## src/design/gzhp_pkg.sv

```systemverilog
// gzip header parser package: item types, section codes and parser state
// no dependencies
package gzhp_pkg;

    localparam int unsigned FIXED_BYTES = 10;
    localparam int unsigned EXTRA_BYTES = 4;
    localparam int unsigned FLAG_EXTRA_BIT = 2;
    localparam int unsigned FLAG_NAME_BIT = 3;

    // section tags; also used as the parser phase
    typedef enum logic [2:0] {
        SEC_FIXED = 3'd0,
        SEC_XHDR  = 3'd1,
        SEC_XSKIP = 3'd2,
        SEC_NAME  = 3'd3,
        SEC_TERM  = 3'd4,
        SEC_PAST  = 3'd5
    } sec_t;

    typedef struct packed {
        logic [7:0] in_byte;
        logic       start_member;
    } in_t;

    typedef struct packed {
        logic [7:0]  out_byte;
        logic [2:0]  section;
        logic [15:0] id_word;
        logic [7:0]  method;
        logic [7:0]  flags;
        logic [31:0] mod_time;
        logic [7:0]  extra_flags;
        logic [7:0]  os_code;
        logic [15:0] subfield_id;
        logic [15:0] extra_length;
        logic        header_done;
    } out_t;

    typedef struct packed {
        sec_t                              phase;
        logic [3:0]                        byte_index;
        logic [FIXED_BYTES-1:0][7:0]       hdr;
        logic [EXTRA_BYTES-1:0][7:0]       ext;
        logic [15:0]                       skip;
    } state_t;

endpackage

```

## src/design/gzhp_step.sv

```systemverilog
// gzip header parser step logic: next parser state and result for one byte
// depends on gzhp_pkg
module gzhp_step (
    input  gzhp_pkg::state_t st,
    input  gzhp_pkg::in_t    din,
    output gzhp_pkg::state_t st_next,
    output gzhp_pkg::out_t   res
);

    gzhp_pkg::state_t base;
    gzhp_pkg::sec_t   sec;
    logic             done;
    logic [7:0]       b;
    logic [15:0]      len_new;
    logic             name_flag;

    assign b = din.in_byte;
    assign len_new = {b, base.ext[2]};
    assign name_flag = st_next.hdr[3][gzhp_pkg::FLAG_NAME_BIT];

    // start of member behaves as a reset before this byte
    always_comb begin
        base = st;
        if (din.start_member) begin
            base = '0;
            base.phase = gzhp_pkg::SEC_FIXED;
        end
    end

    // next state
    always_comb begin
        st_next = base;
        case (base.phase)
            gzhp_pkg::SEC_FIXED: begin
                for (int i = 0; i < gzhp_pkg::FIXED_BYTES; i++) begin
                    if (base.byte_index == 4'(i)) begin
                        st_next.hdr[i] = b;
                    end
                end
                if (base.byte_index >= 4'd9) begin
                    st_next.byte_index = '0;
                    if (st_next.hdr[3][gzhp_pkg::FLAG_EXTRA_BIT]) begin
                        st_next.phase = gzhp_pkg::SEC_XHDR;
                    end else if (st_next.hdr[3][gzhp_pkg::FLAG_NAME_BIT]) begin
                        st_next.phase = gzhp_pkg::SEC_NAME;
                    end else begin
                        st_next.phase = gzhp_pkg::SEC_PAST;
                    end
                end else begin
                    st_next.byte_index = base.byte_index + 4'd1;
                end
            end
            gzhp_pkg::SEC_XHDR: begin
                st_next.ext[base.byte_index[1:0]] = b;
                if (base.byte_index >= 4'd3) begin
                    st_next.byte_index = '0;
                    st_next.skip = len_new;
                    if (len_new != 16'd0) begin
                        st_next.phase = gzhp_pkg::SEC_XSKIP;
                    end else if (base.hdr[3][gzhp_pkg::FLAG_NAME_BIT]) begin
                        st_next.phase = gzhp_pkg::SEC_NAME;
                    end else begin
                        st_next.phase = gzhp_pkg::SEC_PAST;
                    end
                end else begin
                    st_next.byte_index = base.byte_index + 4'd1;
                end
            end
            gzhp_pkg::SEC_XSKIP: begin
                if (base.skip != 16'd0) begin
                    st_next.skip = base.skip - 16'd1;
                end
                if (base.skip <= 16'd1) begin
                    if (base.hdr[3][gzhp_pkg::FLAG_NAME_BIT]) begin
                        st_next.phase = gzhp_pkg::SEC_NAME;
                    end else begin
                        st_next.phase = gzhp_pkg::SEC_PAST;
                    end
                end
            end
            gzhp_pkg::SEC_NAME: begin
                if (b == 8'd0) begin
                    st_next.phase = gzhp_pkg::SEC_PAST;
                end
            end
            default: begin
                st_next.phase = gzhp_pkg::SEC_PAST;
            end
        endcase
    end

    // section tag and header end
    always_comb begin
        sec  = base.phase;
        done = 1'b0;
        case (base.phase)
            gzhp_pkg::SEC_FIXED: begin
                done = (base.byte_index >= 4'd9)
                    && !st_next.hdr[3][gzhp_pkg::FLAG_EXTRA_BIT] && !name_flag;
            end
            gzhp_pkg::SEC_XHDR: begin
                done = (base.byte_index >= 4'd3) && (len_new == 16'd0) && !name_flag;
            end
            gzhp_pkg::SEC_XSKIP: begin
                done = (base.skip <= 16'd1) && !name_flag;
            end
            gzhp_pkg::SEC_NAME: begin
                if (b == 8'd0) begin
                    sec  = gzhp_pkg::SEC_TERM;
                    done = 1'b1;
                end
            end
            default: begin
                sec = gzhp_pkg::SEC_PAST;
            end
        endcase
    end

    always_comb begin
        res.out_byte     = b;
        res.section      = sec;
        res.id_word      = {st_next.hdr[0], st_next.hdr[1]};
        res.method       = st_next.hdr[2];
        res.flags        = st_next.hdr[3];
        res.mod_time     = {st_next.hdr[7], st_next.hdr[6], st_next.hdr[5], st_next.hdr[4]};
        res.extra_flags  = st_next.hdr[8];
        res.os_code      = st_next.hdr[9];
        res.subfield_id  = {st_next.ext[1], st_next.ext[0]};
        res.extra_length = {st_next.ext[3], st_next.ext[2]};
        res.header_done  = done;
    end

endmodule

```

## src/design/gzip_header_parser_core.sv

```systemverilog
// registered: an accepted input item has its result item on m_ from the next cycle
// throughput: one byte item per cycle; the output register is refilled in
// the same cycle it is drained, so only a stalled m_ready holds s_ready low
// reset (aresetn low, synchronous): parser goes to the fixed header section
// with all captures zero and the output register empty
// depends on gzhp_pkg and gzhp_step
module gzip_header_parser_core (
    input  logic             aclk,
    input  logic             aresetn,
    input  logic             s_valid,
    output logic             s_ready,
    input  gzhp_pkg::in_t    s_data,
    output logic             m_valid,
    input  logic             m_ready,
    output gzhp_pkg::out_t   m_data
);

    // parser state: phase, byte counter, capture registers, skip count
    gzhp_pkg::state_t state_reg;
    gzhp_pkg::state_t state_next;

    // result register and its valid flag
    gzhp_pkg::out_t   out_reg;
    gzhp_pkg::out_t   out_next;
    logic             m_valid_reg;
    logic             m_valid_next;

    logic             in_fire;

    // one byte of parsing: all combinational, state in, state and result out
    gzhp_step u_step (
        .st      (state_reg),
        .din     (s_data),
        .st_next (state_next),
        .res     (out_next)
    );

    // take a new item whenever the result slot is free or being emptied
    assign s_ready = !m_valid_reg || m_ready;
    assign in_fire = s_valid && s_ready;

    always_comb begin
        m_valid_next = m_valid_reg;
        if (in_fire) begin
            m_valid_next = 1'b1;
        end else if (m_ready) begin
            m_valid_next = 1'b0;
        end
    end

    // parser state only moves on an accepted item
    always_ff @(posedge aclk) begin
        if (!aresetn) begin
            // all zero: phase code zero is the fixed header section
            state_reg   <= '0;
            m_valid_reg <= 1'b0;
        end else begin
            m_valid_reg <= m_valid_next;
            if (in_fire) begin
                state_reg <= state_next;
            end
        end
    end

    // payload register, no reset needed
    always_ff @(posedge aclk) begin
        if (in_fire) begin
            out_reg <= out_next;
        end
    end

    assign m_valid = m_valid_reg;
    assign m_data  = out_reg;

endmodule
```

## config.mk

```make
export PLATFORM = sky130hd
export DESIGN_NAME = gzip_header_parser_core
export DESIGN_NICKNAME = d
export VERILOG_FILES = /design/src/design/gzhp_pkg.sv /design/src/design/gzhp_step.sv /design/src/design/gzip_header_parser_core.sv
export SDC_FILE = /design/constraint.sdc
export NUM_CORES = 1
export LEC_CHECK = 0
export BUFFER_PORTS_ARGS = -buffer_cell sky130_fd_sc_hd__buf_2
export CAP_MARGIN = 40
export CORE_UTILIZATION = 39
export DETAILED_ROUTE_END_ITERATION = 10
export RECOVER_POWER = 25
export SYNTH_ARGS = -nofsm -noshare
export SYNTH_HDL_FRONTEND = slang
export SYNTH_SLANG_ARGS = --single-unit
```

## constraint.sdc

```tcl
create_clock -name aclk -period 5.7 [get_ports aclk]
set_input_delay 0.57 -clock aclk [delete_from_list [all_inputs] [get_ports aclk]]
set_output_delay 0.57 -clock aclk [all_outputs]
set_load 0.005 [all_outputs]
```

==> flow_summary.ini, run 1 <==
[status]
status = completed

[clock_tree]
htree_num_levels = 1
cts_buffer_depth = 3
cts-root-buf = clkbuf_16
tritoncts = done
clock_latency_ps = 540
post_cts_buffers = 0
clk_pin_slew_ps = 60
numCtsBuffers = 27
clock-sinks = 260
cts.repair.resized = 0
ctsHoldBuffers = 0

[timing]
min_period_ps = 3240
slew_violations = 0
tightest_slew_ps = 1340
maxSlewHeadroom = 0.104
rsz0062_at_grt = no
setup_viol = 0
period_share = 0.569
finalSetupTns_ps = 0
max_freq_mhz = 309
hold_violations = 0
fin_skew_ps = 16.9

[synthesis]
postSynthCellCount = 1165
ys.flop_type = dfxtp_1
syn_area_per_cell_um2 = 9.68
yosys.area.top_type = edfxtp_1
ys_types = 65
synthMuxAreaShare = 0.0250
synth-async-reset-ratio = 0
yosysMostFrequentCell = nand2_1
synth_seq_cells = 260
syn_nets = 1184
synth.area.top_cells = edfxtp_1, dfxtp_1, nand2_1
synth_common_cells = nand2_1, dfxtp_1, edfxtp_1
synth-compound-area-share = 0.184
synth_top_area_frac = 0.330
synth-xor-area-share = 0.00155
ys_seq_area_frac = 0.572
synthSimpleGateAreaFrac = 0.169
synth_top_family_by_area = compound AO/OA/AOI/OAI gates
synthesis.area_um2 = 11300
synth_edf_count = 124
yosysWarnings = 0
synth-adder-area-share = 0.00666

[worst_setup_path]
slowest_stage = buf_2
worstPathCellList = buf_2, clkinv_2, buf_4, nand2_1, ha_1, nor2b_1, nand3_1, a211oi_1, o21ai_0, a221oi_1
cp_top_family = buffers and inverters
reg2reg_depth = 5
r2r-start = state_reg[134]$_SDFFE_PN0P_
criticalPathCategory = primary input to register
rrSetupSlack_ps = 2740
start_kind = primary input
crit_buf_inv = 3
reg2reg_to = state_reg[84]$_SDFFE_PN0P_
cp.arrival_ps = 3680
crit_path_max_incr_delay_ps = 640
required_ps = 6130
critPathCaptureType = register
timing.critical_path.fanout_max = 64

[die]
num_rows = 61
start_util = 0.401
die-area_um2 = 29600
io_pins = 139
coreArea_um2 = 28100
die_w_um = 172
die_h_um = 172

[detailed_routing]
drtAntennaViolNets = 0
routed_wl_um = 30800
vias = 9300
drt-pass1-iter-count = 5
drtIter0Drc = 1162
wl_per_cell_um = 18.7
via_per_inst = 5.64
drc = 0

[grt]
track_usage = 0.202
grt_start_max_net_pins = 135
grt_pass1_vias = 8048
antenna_found_initial = 0
grt_pass1_wl_um = 46700
grt-ovfl-total = 0

[power]
internal-power_mw = 3.01
static-leakage-power_nw = 4.53
power.total_mw = 3.99
p_sw_uw = 976
clkPwrFrac = 0.412
ir_drop_mv = 0.201
pwr-share-seq = 0.513
combPwrFrac = 0.076
switching_share = 0.245
p_per_area_nw_per_um2 = 309

[finish]
drive_gt1_frac = 0.0960
fin_area_um2 = 12900
nNetsFinal = 1270
regArea_um2 = 6450
largest_register_ffs = 135
n_fill_cell = 2721
multi_input_area_um2 = 4360
area_delta_synth_final_pct = 14.4
diodes = 0

[min_path]
worstHoldPathCells = 3
min_from = s_valid
whs_endpoint = m_valid$_SDFFE_PN0P_
hp-class = primary input to register

[placement]
portBuffers = 138
dpl.hpwl_um = 18400
gp_congestion = 0.891
place_area_um2 = 12200

[job]
max_cap_violations = 0
-- area by class of cell --
type,instances,share of cell area
flip-flops and latches,260,0.500
multi-input cells,785,0.338
repair buffers,149,0.0533
clock buffers,38,0.0587
inverters,28,0.00892
well taps,378,0.0367
clock inverters,11,0.00446
-- placed cells by master, fill, tap and decap left out, drive strengths merged, types with 3 or more instances in the layout --
cell and count:
a211oi 5, a21o 3, a21oi 49, a22oi 17, a31oi 8, a32o 4
a32oi 40, a41oi 3, and3 7, buf 65, clkbuf 122, clkinv 11
dfxtp 136, edfxtp 124, ha 6, inv 27, mux2i 27, nand2 218
nand2b 6, nand3 71, nand4 8, nor2 76, nor2b 3, nor3 18
nor4 9, o211a 4, o21ai 117, o22ai 44, o2bb2ai 4
-- through the flow --
stage / instances / util / worst slack [ps] / hold WS [ps]
4_1_cts: 1649 / 0.463 / 2560 / 266
2_1_floorplan: 1165 / - / 224 / 436
3_3_place_gp: 1596 / 0.432 / 1980 / 441
3_5_place_dp: 1600 / 0.434 / 2010 / 447
5_1_grt: 1649 / 0.459 / 2240 / 289
6_report: 1649 / 0.459 / 2460 / 282
-- cells by family (layout without fill, tap and decap cells) --
family	count (synthesis)	count (layout)
simple gates	427	427
flops	260	260
mux	28	28
xor+xnor	2	2
compound gates	322	322
fa+ha+maj	6	6
buf+inv	120	226
-- worst max-delay path by stage --
stage	start	to	depth (start not counted)
after CTS	s_data[0]	state_reg[8]$_SDFFE_PN0P_	10
after global routing	s_data[0]	state_reg[8]$_SDFFE_PN0P_	10
final	s_data[0]	state_reg[8]$_SDFFE_PN0P_	10
after global placement	s_data[0]	state_reg[8]$_SDFFE_PN0P_	10
after detailed placement	s_data[0]	state_reg[8]$_SDFFE_PN0P_	10
after floorplan	m_ready	m_data[0]$_DFFE_PP_	5
-- per-layer routing --
layer | up-vias | routed length, um | global-route usage
met4 | 0 | 710 | 0.0608
met5 | - | 0 | 0
li1 | 4440 | - | -
met2 | 328 | 14100 | 0.312
met1 | 4481 | 14200 | 0.294
met3 | 51 | 1820 | 0.0233
-- worst min-delay path: stages --
cell and delay, ps:
buf_2 110, inv_1 40, a21oi_1 50
-- power groups by stage --
stage | logic, mW | registers [mW] | clock network (mW)
floorplan | 0.176 | 2.09 | 0
global placement | 0.301 | 2.08 | 0
detailed placement | 0.308 | 2.08 | 0
CTS | 0.309 | 2.04 | 1.67
global route | 0.328 | 2.05 | 1.75
finish | 0.302 | 2.04 | 1.64
No activity file was read; power rests on OpenSTA's default activity.
==> inputs of run 2 (changes only) <==
clock period = 2.71 ns   (was 5.7 ns; I/O delays follow)
==> run 2 against run 1 <==
  * Total power is 120% higher
  * Combinational power is 130% higher
  * Clock skew is 0.70 ps higher
  * Utilization is 1.3 points higher
  * First-iteration DRC count is 25% lower
  * Count of clock-buffer cells in the layout is 2 higher
  * Global-route usage is 1.2 points higher
  * Design area is 2.8% higher
  * Non-clock buffer count is 40 higher
  * Critical endpoint unchanged
==> flow_summary.ini, run 2 (synthesis results as in run 1) <==
[status]
status = completed

[detailed_routing]
drtIter0Drc = 868
drtAntennaViolNets = 0
wl_per_cell_um = 18.9
drt-pass1-iter-count = 5
drc = 0
vias = 9369
routed_wl_um = 31900
via_per_inst = 5.54

[grt]
grt_pass1_wl_um = 49000
grt_start_max_net_pins = 85
track_usage = 0.213
grt_pass1_vias = 8571
grt-ovfl-total = 0
antenna_found_initial = 0

[clock_tree]
htree_num_levels = 1
clk_pin_slew_ps = 60
clock_latency_ps = 550
ctsHoldBuffers = 1
numCtsBuffers = 28
cts_buffer_depth = 3
cts.repair.resized = 0
tritoncts = done
post_cts_buffers = 0
cts-root-buf = clkbuf_16
clock-sinks = 260

[finish]
area_delta_synth_final_pct = 17.6
drive_gt1_frac = 0.123
final_common_cell = nand2_1
mostFrequentLayoutCells = nand2_1, dfxtp_1, edfxtp_1
diodes = 0
fin_area_um2 = 13300
nNetsFinal = 1311
largest_register_ffs = 135

[power]
switching_share = 0.243
combPwrFrac = 0.079
ir_drop_mv = 0.461
power.total_mw = 8.65
clkPwrFrac = 0.424
static-leakage-power_nw = 4.74
p_sw_mw = 2.10
p_per_area_nw_per_um2 = 652
internal-power_mw = 6.54
pwr-share-seq = 0.497

[timing]
rsz0062_at_grt = no
maxSlewHeadroom = 0.0882
slew_violations = 0
holdWs_ps = 46.3
hold_violations = 0
max_freq_mhz = 437
tightest_slew_ps = 1370
min_period_ps = 2290
finalSetupTns_ps = 0
period_share = 0.844
fin_skew_ps = 17.6
setup_viol = 0

[die]
start_util = 0.401
coreArea_um2 = 28100
io_pins = 139
die_w_um = 172
die-area_um2 = 29600
num_rows = 61
die_h_um = 172

[min_path]
worstHoldPathCells = 3
min_from = m_ready
whs_endpoint = m_valid$_SDFFE_PN0P_
hp-class = primary input to register

[placement]
portBuffers = 138
dpl.hpwl_um = 19800
gp_congestion = 0.845
place_area_um2 = 12500

[worst_setup_path]
reg2reg_to = state_reg[8]$_SDFFE_PN0P_
reg2reg_depth = 6
timing.critical_path.fanout_max = 13
critPathCaptureType = register
rrSetupSlack_ps = 420
start_kind = register
required_ps = 3170
r2r-start = state_reg[134]$_SDFFE_PN0P_
criticalPathCategory = register to register
cp.arrival_ps = 2740

[job]
max_cap_violations = 0
[run 2: cell count changes in the layout (fill, tap and decap cells not counted), moves of 2 or more]
cell | before | now
buf_12 | 0 | 2
clkbuf_1 | 91 | 96
clkinv_2 | 8 | 6
buf_4 | 10 | 42
buf_2 | 53 | 56
[run 2: critical path, stage by stage, from the launching register on]
cell      delay (ps)
dfxtp_1          450
nor4b_2          450
buf_4            240
o21a_1           420
buf_4            240
a22oi_1           90
a221oi_1         300
[run 2: power by group through the flow]
stage                     Sequential, mW  Combinational, mW  Clock (mW)
after floorplan                     4.38              0.371           0
after global placement              4.38              0.697           0
after detailed placement            4.38              0.697           0
after CTS                           4.30              0.699        3.74
after global routing                4.31              0.745        3.90
final                               4.30              0.681        3.67
[run 2: final cells by class]
type / instances / area (um^2)
clock buffers: 40 / 786
multi-input cells: 785 / 4360
fillers: 2763 / 14800
repair buffers: 189 / 976
inverters: 28 / 114
clock inverters: 12 / 103
flip-flops and latches: 260 / 6450
well taps: 378 / 473
[run 2: metrics by stage]
stage / worst slack [ps] / util / std cells
after floorplan: 144 / - / 1165
after global placement: 358 / 0.445 / 1639
after detailed placement: 300 / 0.445 / 1639
after CTS: 496 / 0.477 / 1692
after global routing: 244 / 0.472 / 1692
final: 422 / 0.472 / 1692
[run 2: layer usage]
metal,global-route usage,part of all wire
met5,0,0
met3,0.0330,0.057
met4,0.0781,0.027
met2,0.337,0.46
met1,0.295,0.46
[run 2: how the worst max path moves through the flow]
stage | start | depth (start not counted) | slack (ps) | to
6_report | state_reg[134]$_SDFFE_PN0P_ | 6 | 420 | state_reg[8]$_SDFFE_PN0P_
5_1_grt | state_reg[134]$_SDFFE_PN0P_ | 6 | 240 | state_reg[32]$_SDFFE_PN0P_
2_1_floorplan | s_data[0] | 13 | 140 | state_reg[8]$_SDFFE_PN0P_
4_1_cts | state_reg[134]$_SDFFE_PN0P_ | 5 | 500 | m_data[57]$_DFFE_PP_
3_3_place_gp | s_data[0] | 9 | 360 | state_reg[9]$_SDFFE_PN0P_
3_5_place_dp | s_data[0] | 9 | 300 | state_reg[9]$_SDFFE_PN0P_
